### src/design/point_in_polygon_test_core_defines.svh
// Assertion macros for the point-in-polygon test core.
// Depends on nothing; users supply clk and arst_n in scope.
`ifndef POINT_IN_POLYGON_TEST_CORE_DEFINES_SVH
`define POINT_IN_POLYGON_TEST_CORE_DEFINES_SVH

// same-cycle implication, off during reset
`define PIPT_ASSERT_NOW(lbl, ante, cons, msg) \
	lbl: assert property (@(posedge clk) disable iff (!arst_n) (ante) |-> (cons)) \
		else $error(msg);

// next-cycle implication, off during reset
`define PIPT_ASSERT_NEXT(lbl, ante, cons, msg) \
	lbl: assert property (@(posedge clk) disable iff (!arst_n) (ante) |=> (cons)) \
		else $error(msg);

`endif

### src/design/pipt_pkg.sv
// Shared types and constants of the point-in-polygon test core.
// No dependencies.
package pipt_pkg;

	localparam int MAX_VERTICES = 16;
	localparam int COORD_W      = 16;
	localparam int IDX_W        = 4;
	localparam int CNT_W        = 5;
	localparam int VIDX_W       = $clog2(MAX_VERTICES);
	localparam int NV_W         = $clog2(MAX_VERTICES + 1);
	localparam int DIFF_W       = COORD_W + 1;
	localparam int PROD_W       = 2 * DIFF_W;
	localparam int LATENCY      = 5;

	localparam logic [CNT_W-1:0] CNT_RESET = CNT_W'(3);

	localparam logic ACT_LOAD = 1'b0;
	localparam logic ACT_TEST = 1'b1;

	typedef logic signed [COORD_W-1:0] coord_t;
	typedef logic signed [DIFF_W-1:0]  diff_t;
	typedef logic signed [PROD_W-1:0]  prod_t;

	typedef struct packed {
		coord_t x;
		coord_t y;
	} point_t;

endpackage

### src/design/pipt_edge_cell.sv
// One polygon edge: crossing test of a point against segment v1 -> v2.
// Three register stages: compares/differences, products, final compare.
// Depends on pipt_pkg.
module pipt_edge_cell import pipt_pkg::*; (
	input  logic   clk,
	input  point_t pt,
	input  point_t v1,
	input  point_t v2,
	input  logic   en,
	output logic   hit_s4
);

	coord_t px, py, x1, y1, x2, y2;
	coord_t ylo, yhi, xhi;

	logic  cond_s2, vert_s2, dypos_s2;
	diff_t dxp_s2, dy_s2, dyp_s2, dx_s2;

	logic  cond_s3, vert_s3, dypos_s3;
	prod_t lhs_s3, rhs_s3;

	logic  cross_ok;

	assign px = pt.x;
	assign py = pt.y;
	assign x1 = v1.x;
	assign y1 = v1.y;
	assign x2 = v2.x;
	assign y2 = v2.y;

	assign ylo = (y1 < y2) ? y1 : y2;
	assign yhi = (y1 > y2) ? y1 : y2;
	assign xhi = (x1 > x2) ? x1 : x2;

	always_ff @(posedge clk) begin
		cond_s2  <= en && (py > ylo) && (py <= yhi) && (px <= xhi) && (y1 != y2);
		vert_s2  <= (x1 == x2);
		dypos_s2 <= (y2 > y1);
		dxp_s2   <= diff_t'(px) - diff_t'(x1);
		dy_s2    <= diff_t'(y2) - diff_t'(y1);
		dyp_s2   <= diff_t'(py) - diff_t'(y1);
		dx_s2    <= diff_t'(x2) - diff_t'(x1);
	end

	always_ff @(posedge clk) begin
		cond_s3  <= cond_s2;
		vert_s3  <= vert_s2;
		dypos_s3 <= dypos_s2;
		lhs_s3   <= prod_t'(dxp_s2) * prod_t'(dy_s2);
		rhs_s3   <= prod_t'(dyp_s2) * prod_t'(dx_s2);
	end

	// sense of the compare flips with the edge direction
	assign cross_ok = dypos_s3 ? (lhs_s3 <= rhs_s3) : (lhs_s3 >= rhs_s3);

	always_ff @(posedge clk) begin
		hit_s4 <= cond_s3 && (vert_s3 || cross_ok);
	end

endmodule

### config.mk
export PLATFORM = sky130hd
export DESIGN_NAME = pipt_edge_cell
export DESIGN_NICKNAME = d
export VERILOG_FILES = /design/src/design/point_in_polygon_test_core_defines.svh /design/src/design/pipt_pkg.sv /design/src/design/pipt_edge_cell.sv
export SDC_FILE = /design/constraint.sdc
export NUM_CORES = 2
export LEC_CHECK = 0
export BUFFER_PORTS_ARGS = -buffer_cell sky130_fd_sc_hd__buf_2
export CAP_MARGIN = 20
export CORE_UTILIZATION = 40
export DETAILED_ROUTE_END_ITERATION = 8
export GPL_TIMING_DRIVEN = 1
export SLEW_MARGIN = 30
export SYNTH_ARGS = -nofsm -noshare
export SYNTH_HDL_FRONTEND = slang
export SYNTH_SLANG_ARGS = --single-unit
### constraint.sdc
create_clock -name clk -period 6.8 [get_ports clk]
set_input_delay 1.36 -clock clk [delete_from_list [all_inputs] [get_ports clk]]
set_output_delay 1.36 -clock clk [all_outputs]
set_load 0.005 [all_outputs]
[Word level (Yosys, flattened, before mapping)]
Index checks and enable logic that the tools add are counted.
Operators by class
  $mul: 2
  magnitude comparators: 9
  $add $sub $neg: 4
  muxes and demuxes: 4
  reductions and logical operators: 6
  equal/unequal tests: 2
Operators with widths (number)
  $mul A17 B17 Y34: 2
  $sub A16 B16 Y17: 4
  $gt A16 B16 Y1: 4
  $mux W16: 3
  $ge A34 B34 Y1: 1
  $le A34 B34 Y1: 1
  $le A16 B16 Y1: 2
  $eq A16 B16 Y1: 1
  $lt A16 B16 Y1: 1
  $ne A16 B16 Y1: 1
  $logic_and A1 B1 Y1: 5
  $logic_or A1 B1 Y1: 1
  $mux W1: 1
Word-level totals
  input bits: 98
  register bits: 143
  output and inout bits: 1

[Longest topological paths before layout]
  word-level depth: 7
  mapped depth: 25

[Least setup slack after synthesis]
No wires, ideal clock.
  path type: flip-flop to flip-flop
  start point: reg dy_s2[8]
  end point: reg lhs_s3[33]
  path slack: 0.669 ns
  arrival time: 6.059 ns
  stages on the path, launching flop included: 26
  cell sequence: dfxtp_1 > clkbuf_1 > clkbuf_1 > nand2_1 > fa_1 > inv_1 > fa_1 > inv_1 > fa_1 > inv_1 > fa_1 > fa_1 > inv_1 > fa_1 > inv_1 > ha_1 > clkbuf_1 > a21oi_1 > o21ai_1 > a221o_1 > a21oi_1 > o31ai_4 > a2111oi_0 > o21bai_1 > a21oi_1 > xnor2_1
On the way
  cells in the longest elaborated chain, start to end: 1
Ends and longest elaborated chain
  from (decl): line pipt_edge_cell.sv:17  | diff_t dxp_s2, dy_s2, dyp_s2, dx_s2;
  from (signal assigned): line pipt_edge_cell.sv:40  | dy_s2 <= diff_t'(y2) - diff_t'(y1);
  $mul A17 B17 Y34: line pipt_edge_cell.sv:49  | lhs_s3 <= prod_t'(dxp_s2) * prod_t'(dy_s2);
  to (signal assigned): line pipt_edge_cell.sv:49
  to (decl): line pipt_edge_cell.sv:20  | prod_t lhs_s3, rhs_s3;
Every way passes these cells.

[Final worst setup path]
Same ends and word-level chain as after synthesis.

==> results.json <==
{
  "cts.clk_slew.worst_paths_ns": 0.07,
  "synth_edf_count": 0,
  "hold_class": "flip-flop to flip-flop",
  "gp_congestion": 0.9133,
  "grt_overflow": 0,
  "yosysTopAreaCellShare_pct": 39.73,
  "antenna_found_initial": 17,
  "ys_seq_elements": 143,
  "cpPeakStageDelay_ns": 0.64,
  "ff2ff_path_depth": 23,
  "crit_top_cell": "fa_1",
  "fin_skew_ns": 0.01164,
  "avgSynthCellArea_um2": 9.247,
  "setup_slack_ns": 0.3846,
  "timing.final.crit_share_pct": 94.34,
  "slowest_stage": "dfxtp_1",
  "core-area_mm2": 0.07432,
  "grt_pass1_wl_um": 122900,
  "initial_core_util_pct": 40.41,
  "setup_tns_ns": 0,
  "clkSinkCount": 143,
  "fp.dieW_um": 276.0,
  "drtIter0Drc": 1096,
  "path_class": "flip-flop to flip-flop",
  "io_buffers": 98,
  "postCtsHoldBufs": 0,
  "worstPathRequired_ns": 7.12,
  "startpoint": "dy_s2[8]",
  "synth.most_common_cell": "inv_1",
  "drt-total-wl_um": 74520,
  "min-delay-start": "cond_s2",
  "via_per_inst": 4.986,
  "wire_per_inst_um": 17.15,
  "maxSlewViolCount": 0,
  "arrival_ns": 6.74,
  "grt_usage_pct": 20.56,
  "crit_path_cell_trace": "buf_4 -> nand2_1 -> fa_1 -> inv_1 -> fa_1 -> inv_1 -> fa_1 -> inv_1 -> fa_1 -> fa_1 -> inv_1 -> fa_1 -> inv_1 -> ha_1 -> a21oi_1 -> o21ai_1 -> a221o_1 -> a21oi_1 -> o31ai_4 -> a2111oi_0 -> o21bai_1 -> a21oi_1 -> xnor2_1",
  "htreeDepth": 4,
  "whs_path_depth": 0,
  "synth_flop_cell": "dfxtp_1",
  "status": "finished, final reports clean",
  "r2r-start": "dy_s2[8]",
  "cts-root-buf": "clkbuf_16",
  "yosysWarnings": 0,
  "cts_tree": "done",
  "io_pins": 99,
  "synthTopCellsByCount": "738 x inv_1, 596 x fa_1, 318 x ha_1, 304 x nand2_1, 293 x and2_1",
  "dp.cells": 4309,
  "relSlewSlack_pct": 50.96,
  "worst_setup_path_end_kind": "flip-flop",
  "min_period_ns": 6.415,
  "dp_slack_ns": 0.1526,
  "design_area_mm2": 0.03253,
  "cts_setup_buffers": 0,
  "row_count": 100,
  "clock_path_buffers": 2,
  "ctsResizeCount": 0,
  "synth_nets": 4260,
  "grt_pass1_vias": 23252,
  "place_area_mm2": 0.03197,
  "tightest_slew_ns": 0.7346,
  "fmax_mhz": 155.9,
  "die_height_um": 276.0,
  "drc": 0,
  "seq_area_frac_synth_pct": 9.531,
  "vias": 21670,
  "synth_area_leaders": "fa_1 40%, ha_1 13%, dfxtp_1 9.5%",
  "synthArstFlopShare_pct": 0,
  "dr.pass1.iters": 5,
  "final_net_count": 4372,
  "worstPathMaxFanout": 11,
  "crit_path_start_kind": "flip-flop",
  "final_layout_size_suffix_gt1_share_pct": 7.505,
  "cts_buffers": 17,
  "maxCapViolations": 0,
  "grt_max_degree": 18,
  "synth_cell_types": 76,
  "dp_hpwl_um": 65210,
  "dieArea_mm2": 0.07619,
  "final_cells": 4346,
  "setup_viol": 0,
  "synth_area_mm2": 0.03004,
  "ant_nets": 0,
  "hold_violations": 0,
  "syn_inst": 3248,
  "syn2layout_area_growth_pct": 8.315,
  "insertion_delay_ns": 0.44,
  "yosysTopAreaCell": "fa_1"
}
==> logic make-up (layout without fill, tap and decap cells) <==
kind of cell / after synthesis / in the layout / share of synthesized area, %
adder cells (fa/ha/maj): 914 / 914 / 52.97
flip-flops: 143 / 143 / 9.531
other: 0 / 6 / 0
XOR/XNOR: 117 / 117 / 3.412
AND/OR/NAND/NOR: 875 / 875 / 14.68
multiplexers: 50 / 50 / 1.687
buffers and inverters: 819 / 942 / 10.37
AO/OA/AOI/OAI: 330 / 330 / 7.344
==> cell usage in the layout, fill, tap and decap left out, drive strengths merged, types with 8 or more instances in the layout <==
cell type,synthesis,layout
nand3,23,23
buf,7,174
dfxtp,143,143
a211oi,14,14
inv,738,739
nand2,304,304
mux2i,48,48
fa,596,596
nor2b,31,31
o21a,21,21
and3,12,12
a31oi,8,8
a21oi,87,87
nor4,8,8
nand4,20,20
nand2b,18,18
o21ai,73,73
a21o,48,48
and2,293,293
clkbuf,74,19
nor3,32,32
a21boi,13,13
clkinv,0,8
o31ai,10,10
or3,10,10
xor2,19,19
ha,318,318
nor2,108,108
o21bai,11,11
xnor2,98,98
==> critical path, delay by kind of cell (launching register included) <==
family	cells	cell delay, ns
adder cells (fa/ha/maj)	7	3.09
AO/OA/AOI/OAI	8	1.78
flip-flops	1	0.64
buffers and inverters	6	0.60
AND/OR/NAND/NOR	1	0.08
XOR/XNOR	1	0.08
==> worst paths after layout <==
path	to	slack, ns
worst max-delay path	lhs_s3[33]	0.38
worst min-delay path	cond_s3	0.33
worst max register to register	lhs_s3[33]	0.38
worst min register to register	cond_s3	0.33
==> metrics by stage <==
step / hold slack, ns / utilization (%)
global route: 0.3450 / 43.76
CTS: 0.3265 / 43.69
floorplan: 0.3096 / -
global placement: 0.3100 / 43.02
detailed placement: 0.3121 / 43.02
finish: 0.3271 / 43.77
==> state kept, by name (all words and copies together) (netlist names) <==
register / count
vert_s2: 1
dypos_s2: 1
cond_s3: 1
dy_s2: 17
rhs_s3: 34
dxp_s2: 17
dyp_s2: 17
cond_s2: 1
vert_s3: 1
dx_s2: 17
dypos_s3: 1
hit_s4: 1
lhs_s3: 34
==> metal layers <==
| layer | track usage, % | routed length (um) | vias to the layer above |
|---|---|---|---|
| met2 | 33.64 | 34680 | 467 |
| met3 | 4.453 | 4684 | 110 |
| met4 | 5.014 | 1753 | 20 |
| met1 | 27.68 | 33280 | 10891 |
| met5 | 0 | 115 | - |
| li1 | - | - | 10182 |
==> area by class of cell <==
type	count	area [um2]
Tap cell	969	1212
Multi-Input combinational cell	2286	24060
Fill cell	7409	41790
Clock inverter	11	71.32
Timing Repair Buffer	174	1071
Sequential cell	143	2895
Inverter	738	2770
Clock buffer	19	432.9
Antenna cell	6	15.01
Power is not shown: default switching activity piles up to over one toggle a cycle in this logic, so the estimate is an artifact.
