**src/design/point_in_polygon_test_core_defines.svh**
```systemverilog
// Assertion macros for the point-in-polygon test core.
// Depends on nothing; users supply clk and arst_n in scope.
`ifndef POINT_IN_POLYGON_TEST_CORE_DEFINES_SVH
`define POINT_IN_POLYGON_TEST_CORE_DEFINES_SVH

// same-cycle implication, off during reset
`define PIPT_ASSERT_NOW(lbl, ante, cons, msg) \
	lbl: assert property (@(posedge clk) disable iff (!arst_n) (ante) |-> (cons)) \
		else $error(msg);

// next-cycle implication, off during reset
`define PIPT_ASSERT_NEXT(lbl, ante, cons, msg) \
	lbl: assert property (@(posedge clk) disable iff (!arst_n) (ante) |=> (cons)) \
		else $error(msg);

`endif

```
**src/design/pipt_pkg.sv**
```systemverilog
// Shared types and constants of the point-in-polygon test core.
// No dependencies.
package pipt_pkg;

	localparam int MAX_VERTICES = 16;
	localparam int COORD_W      = 16;
	localparam int IDX_W        = 4;
	localparam int CNT_W        = 5;
	localparam int VIDX_W       = $clog2(MAX_VERTICES);
	localparam int NV_W         = $clog2(MAX_VERTICES + 1);
	localparam int DIFF_W       = COORD_W + 1;
	localparam int PROD_W       = 2 * DIFF_W;
	localparam int LATENCY      = 5;

	localparam logic [CNT_W-1:0] CNT_RESET = CNT_W'(3);

	localparam logic ACT_LOAD = 1'b0;
	localparam logic ACT_TEST = 1'b1;

	typedef logic signed [COORD_W-1:0] coord_t;
	typedef logic signed [DIFF_W-1:0]  diff_t;
	typedef logic signed [PROD_W-1:0]  prod_t;

	typedef struct packed {
		coord_t x;
		coord_t y;
	} point_t;

endpackage

```
**src/design/pipt_parity.sv**
```systemverilog
// Parity of the per-edge crossing flags and the result strobe.
// Depends on pipt_pkg.
module pipt_parity import pipt_pkg::*; (
	input  logic                    clk,
	input  logic                    arst_n,
	input  logic                    valid_s4,
	input  logic [MAX_VERTICES-1:0] hit_s4,
	output logic                    done,
	output logic                    inside_res
);

	logic valid_s5;
	logic par_s5;

	always_ff @(posedge clk or negedge arst_n) begin
		if (!arst_n) begin
			valid_s5 <= 1'b0;
		end else begin
			valid_s5 <= valid_s4;
		end
	end

	always_ff @(posedge clk) begin
		par_s5 <= ^hit_s4;
	end

	assign done       = valid_s5;
	assign inside_res = par_s5;

endmodule

```
**config.mk**
```make
export PLATFORM = sky130hd
export DESIGN_NAME = pipt_parity
export DESIGN_NICKNAME = d
export VERILOG_FILES = /design/src/design/point_in_polygon_test_core_defines.svh /design/src/design/pipt_pkg.sv /design/src/design/pipt_parity.sv
export SDC_FILE = /design/constraint.sdc
export NUM_CORES = 1
export LEC_CHECK = 0
export BUFFER_PORTS_ARGS = -buffer_cell sky130_fd_sc_hd__buf_2
export CORE_AREA = 3 3 40 42
export CTS_CLUSTER_DIAMETER = 40
export DETAILED_ROUTE_END_ITERATION = 12
export DIE_AREA = 0 0 43 45
export GPL_ROUTABILITY_DRIVEN = 0
export PLACE_DENSITY = 0.38
export SLEW_MARGIN = 20
export SYNTH_ARGS = -nofsm -noshare
export SYNTH_HDL_FRONTEND = slang
export SYNTH_SLANG_ARGS = --single-unit
```
**constraint.sdc**
```tcl
create_clock -name clk -period 0.83 [get_ports clk]
set_clock_uncertainty 0.15 [all_clocks]
set_input_delay 0.166 -clock clk [delete_from_list [all_inputs] [get_ports clk]]
set_output_delay 0.166 -clock clk [all_outputs]
set_load 0.01 [all_outputs]
```
# [Word level (Yosys, flattened, before mapping)]
# Cells that the tools add are included.
[op_classes] n_bitwise=0 add_sub_neg=0 mux=0 mul=0 reduce_logical=1 n_lt_le_gt_ge=0 n_div=0 shifts=0 n_eq_ne=0
[op_table] op="parity 16 bit" count=1
[totals] out_inout_bits=2 elab_cells=3 inputBits=19 regBits=2 mem_bits_rw=0 romBits=0 latch_bits=0 n_memories=0

# [Longest topological paths before layout]
# Gate-level depths: netlist (run 1).
[logic_depth] depth_word=1 mapped_depth=4 ltp_nobuf=4

# [Least setup slack after synthesis (run 1)]
# OpenSTA, ideal clock, no wires.
[synth_timing] path_type="input port to flip-flop" startpoint="input hit_s4[7]" endpoint="register par_s5, in the netlist inside_res" arrival_time_ns=0.756 stages=4 t_required_ns=0.608 setup_slack_ns=-0.148 cell_sequence="xor2_1 xnor2_1 xnor2_1 xnor2_1"
[synth_between] elab_chain_cells=1
[synth_lines] element="start, declared" line_no="pipt_parity.sv:7" rtl="input logic [MAX_VERTICES-1:0] hit_s4,"
[synth_lines] element="parity 16 bit" line_no="pipt_parity.sv:24" rtl="par_s5 <= ^hit_s4;"
[synth_lines] element="end signal, assigned" line_no="pipt_parity.sv:24"
[synth_lines] element="end, declared" line_no="pipt_parity.sv:13" rtl="logic par_s5;"
# Every way passes these cells.

# [Final worst setup path (run 1)]
[layout_timing] startpoint="register valid_s5, in the netlist done" endpoint="output done"
[layout_lines] element="start, declared" line_no="pipt_parity.sv:12" rtl="logic valid_s5;"
[layout_lines] element="start signal, assigned" line_no="pipt_parity.sv:19" rtl="valid_s5 <= valid_s4;"
[layout_lines] element="end, declared" line_no="pipt_parity.sv:8" rtl="output logic done,"
# No word-level cell between the ends.

==> results.py, run 1 <==
metrics = {
    "run_status": {
        "status": "complete, but fails checks",
        "violations": "negative hold slack, negative setup slack",
    },
    "sta": {
        "finalCritPeriodShare": 1.23,
        "timing.fmax_ghz": 0.980,
        "setup_viol": 3,
        "rsz0062_at_grt": "true",
        "final.setup.tns_ps": -361,
        "worstMarginPinSlew_ps": 170,
        "drv_slew": 0,
        "min_period_ps": 1020,
        "whs_ps": -99.3,
        "hold_viol": 1,
        "slew_headroom": 0.886,
        "timing.final.ws_setup_ps": -191,
    },
    "synth": {
        "ys_types": 4,
        "syn_nets": 36,
        "yosys_warnings": 0,
        "ys_seq_area_frac": 0.255,
        "syn_avg_cell_area_um2": 10.4,
        "mappedNetlistArea_um2": 176,
        "ys_ff_latch": 2,
        "synthCells": 17,
    },
    "finish": {
        "utilization": 0.303,
        "nNetsFinal": 62,
        "area_growth_pct": 121,
        "fillers": 141,
        "n_antenna_cell": 0,
        "drive_gt1_frac": 0.690,
    },
    "setup_path": {
        "cp-startpoint": "done$_DFF_PN0_",
        "crit_arrival_ps": 700,
        "slowest_delay_ps": 350,
        "setup.worst_path.end_class": "output port",
        "critPathTopFamily": "flip-flops",
        "criticalPathCategory": "register to output port",
        "critPathRequiredTime_ps": 510,
        "start_kind": "register",
        "worst_path_max_delay_cell": "dfrtp_1",
        "path_buf_inv": 1,
        "crit_chain": "buf_2",
        "critPathMaxFanout": 1,
    },
    "clock_network": {
        "cts.htree.levels": 1,
        "clkTransAtPathRegs_ps": 30,
        "cts_sinks": 2,
        "hold_buffers": 1,
        "cts-root-buf": "clkbuf_4",
        "tritoncts": "built",
        "numCtsBuffers": 3,
        "postCtsSetupRepairBufs": 0,
        "clock_path_buffers": 2,
    },
    "hold_path": {
        "min_path_type": "primary input to register",
        "whs_endpoint": "done$_DFF_PN0_",
        "holdPathStages": 1,
        "hold_start": "valid_s4",
    },
    "placement": {
        "dp_hpwl_um": 444,
        "io_buffers": 20,
        "pre_cts_ws_ps": -311,
    },
    "power": {
        "swShare": 0.261,
        "seq_power_share": 0.204,
        "p_int_mw": 0.478,
        "power.share.clock": 0.362,
        "p_leak_nw": 0.189,
        "power.density_mw_per_mm2": 1660,
        "combPwrFrac": 0.433,
        "total_power_mw": 0.647,
        "max-vdd-ir-drop_mv": 0.365,
        "switchingPower_mw": 0.169,
    },
    "floorplan": {
        "coreArea_mm2": 0.00128,
        "die_area_mm2": 0.00194,
        "die-height_um": 45,
        "die_x_um": 43,
        "std_cell_rows": 13,
        "start_util": 0.137,
        "io-pin-count": 21,
    },
    "drt": {
        "avgViaCountPerCell": 3.54,
        "drt-initial-drc-count": 1,
        "wl_um": 480,
        "drc": 0,
        "vias": 202,
        "wl_per_cell_um": 8.42,
        "firstDrtPassIters": 4,
        "drtAntennaViolNets": 0,
    },
    "global_routing": {
        "track_usage": 0.0499,
        "grt-ovfl-total": 0,
        "antenna_found_initial": 0,
        "grt_start_max_net_pins": 3,
        "grt_pass1_wl_um": 669,
        "grt_pass1_vias": 203,
    },
    "job": {
        "drv_cap": 0,
    },
}
synth_stat cells:
| cell type | n | area (µm²) |
|---|---|---|
| dfrtp_1 | 1 | 25.0 |
| xnor2_1 | 14 | 123 |
| dfxtp_1 | 1 | 20.0 |
| xor2_1 | 1 | 8.76 |
state kept, by name, indices dropped and copies added, names as in the netlist:
register / cells
inside_res: 1
done: 1
placed cells by master, fill, tap and decap left out:
cell type / netlist / routed
buf_2: 0 / 18
buf_6: 0 / 2
clkbuf_1: 0 / 1
clkbuf_4: 0 / 3
dfrtp_1: 1 / 1
dfxtp_1: 1 / 1
dlygate4sd3_1: 0 / 1
xnor2_1: 14 / 8
xnor2_2: 0 / 6
xor2_1: 1 / 1
logic make-up (layout without fill, tap and decap cells):
family,Yosys count,after routing,synth area share
flops,2,2,0.255
xor+xnor,15,15,0.745
buf+inv,0,25,0
per-stage QoR:
stage          area (µm²)  instances
5_1_grt               389         57
4_1_cts               377         57
2_1_floorplan         206         17
6_report              389         57
3_3_place_gp          325         52
3_5_place_dp          325         52
per-layer routing:
layer / global-route usage / routed length (µm)
met5: 0 / 0
met4: 0.0542 / 0
met3: 0.0120 / 33
met2: 0.111 / 343
met1: 0.0264 / 103
worst max path at each step:
stage	to	slack [ps]	depth (start not counted)
after detailed placement	inside_res$_DFF_P_	-310	5
final	done	-190	1
after floorplan	inside_res$_DFF_P_	-130	4
after global placement	inside_res$_DFF_P_	-300	5
after CTS	done	-210	1
after global routing	done	-220	1
power groups by stage:
stage | clock network, mW | registers, mW | logic, mW
floorplan | 0 | 0.151 | 0.160
global placement | 0 | 0.135 | 0.264
detailed placement | 0 | 0.134 | 0.268
CTS | 0.251 | 0.133 | 0.280
global route | 0.257 | 0.136 | 0.304
finish | 0.235 | 0.132 | 0.280
repair_timing:
action                                 in CTS  in global routing
endpoints found under the hold margin       2                  1
resized for setup                           2                  2
pin swaps                                   1                  4
setup endpoints to repair                   3                  3
layout make-up:
| class | count | area (µm²) | share of cell area |
|---|---|---|---|
| sequential | 2 | 45.0 | 0.116 |
| timing repair buffer | 21 | 123 | 0.315 |
| tap | 15 | 18.8 | 0.0482 |
| multi-input combinational | 15 | 176 | 0.453 |
| clock buffer | 4 | 26.3 | 0.0675 |
Note: power is estimated with default switching activity, not from simulation.
==> run 2: changes to the inputs <==
- CTS_BUF_LIST: not set -> sky130_fd_sc_hd__clkbuf_2 sky130_fd_sc_hd__clkbuf_4 sky130_fd_sc_hd__clkbuf_8
==> run 2 against run 1 <==
Net effect: power grew 5.0%; core utilization grew 0.29 points; largest power group unchanged; sequential power is essentially flat; wire length down 0.42%; cell area rose by 0.96%; highest routed layer unchanged; the flow still finishes with violations (negative hold slack, negative setup slack); final cell count unchanged; setup slack about the same.
==> results.py, run 2 (same netlist as run 1, synthesis figures left out) <==
metrics = {
    "sta": {
        "timing.final.ws_setup_ps": -191,
        "whs_ps": -99.0,
        "finalCritPeriodShare": 1.23,
        "slew_headroom": 0.886,
        "rsz0062_at_grt": "true",
        "hold_viol": 1,
        "setup_viol": 3,
        "worstMarginPinSlew_ps": 170,
        "timing.fmax_ghz": 0.980,
        "drv_slew": 0,
        "min_period_ps": 1020,
        "final.setup.tns_ps": -361,
    },
    "power": {
        "p_leak_nw": 0.193,
        "power.density_mw_per_mm2": 1730,
        "max-vdd-ir-drop_mv": 0.366,
        "total_power_mw": 0.680,
    },
    "hold_path": {
        "hold_start": "valid_s4",
        "min_path_type": "primary input to register",
        "holdPathStages": 1,
        "whs_endpoint": "done$_DFF_PN0_",
    },
    "global_routing": {
        "antenna_found_initial": 0,
        "grt-ovfl-total": 0,
        "grtUsageMet3": 0.0120,
        "track_usage": 0.0499,
        "met2_usage": 0.111,
        "grt-busiest-layer": "met2",
        "grtUsageMet1": 0.0264,
        "grt_pass1_vias": 203,
        "grt_pass1_wl_um": 669,
        "grt_start_max_net_pins": 3,
    },
    "finish": {
        "area_growth_pct": 123,
        "drive_gt1_frac": 0.714,
        "nNetsFinal": 62,
        "layout_common_cells": "buf_2, xnor2_1, xnor2_2",
        "fillers": 141,
        "final_cell_area_um2": 393,
        "n_antenna_cell": 0,
        "multi_input_area_um2": 176,
        "seq_area_um2": 45.0,
        "final_common_cell": "buf_2",
    },
    "drt": {
        "wl_um": 478,
        "firstDrtPassIters": 4,
        "drc": 0,
        "drtAntennaViolNets": 0,
        "wl_per_cell_um": 8.39,
        "avgViaCountPerCell": 3.54,
        "vias": 202,
        "drt-initial-drc-count": 1,
    },
    "placement": {
        "dpl-instance-area_um2": 325,
        "dp_hpwl_um": 444,
        "pre_cts_ws_ps": -311,
        "io_buffers": 20,
    },
    "clock_network": {
        "cts.htree.levels": 1,
        "tritoncts": "built",
        "cts-root-buf": "clkbuf_4",
        "numCtsBuffers": 3,
        "clock_path_buffers": 2,
        "clkTransAtPathRegs_ps": 30,
        "cts_sinks": 2,
        "hold_buffers": 1,
    },
    "setup_path": {
        "critPathRequiredTime_ps": 510,
        "criticalPathCategory": "register to output port",
        "critPathMaxFanout": 1,
        "crit_arrival_ps": 700,
        "start_kind": "register",
        "crit_chain": "buf_2",
        "cp-startpoint": "done$_DFF_PN0_",
        "path_buf_inv": 1,
        "critPathTopFamily": "flip-flops",
        "slowest_delay_ps": 350,
        "worst_path_max_delay_cell": "dfrtp_1",
        "setup.worst_path.end_class": "output port",
    },
    "floorplan": {
        "io-pin-count": 21,
        "std_cell_rows": 13,
        "coreArea_mm2": 0.00128,
        "start_util": 0.137,
        "die_area_mm2": 0.00194,
        "die-height_um": 45,
        "die_x_um": 43,
    },
    "run_status": {
        "violations": "negative hold slack, negative setup slack",
        "status": "complete, but fails checks",
    },
    "job": {
        "drv_cap": 0,
    },
}
run 2: metrics by stage:
step	hold WS, ps	std cells	utilization
after global routing	-108	57	0.306
after floorplan	-280	17	-
after global placement	-209	52	0.253
after CTS	-107	57	0.296
after detailed placement	-206	52	0.253
final	-99.0	57	0.306
run 2: metal layers:
metal	wire, µm	vias to the layer above
met3	33	0
met2	339	7
met5	0	-
met1	104	95
met4	0	0
li1	-	100
run 2: final cells by class:
class                           count  share of cell area
Clock buffer                        4              0.0764
Multi-Input combinational cell     15               0.449
Sequential cell                     2               0.115
Tap cell                           15              0.0478
Timing Repair Buffer               21               0.312
run 2: timing repair:
item,in CTS,in global routing
gates resized for setup,2,2
endpoints found under the setup margin,3,3
endpoints found under the hold margin,2,1
setup buffers,0,0
pin swaps,1,4
run 2: worst max-delay path by stage:
stage	to	depth (start not counted)	slack, ps
final	done	1	-190
after CTS	done	1	-210
after global routing	done	1	-220
after global placement	inside_res$_DFF_P_	5	-300
after detailed placement	inside_res$_DFF_P_	5	-310
after floorplan	inside_res$_DFF_P_	4	-130
run 2: power by group:
part / switching (mW) / total (mW) / leakage [nW] / internal [mW]
clock: 0.0558 / 0.267 / 0.0184 / 0.211
sequential: 0.00495 / 0.132 / 0.0201 / 0.127
combinational: 0.108 / 0.280 / 0.154 / 0.172
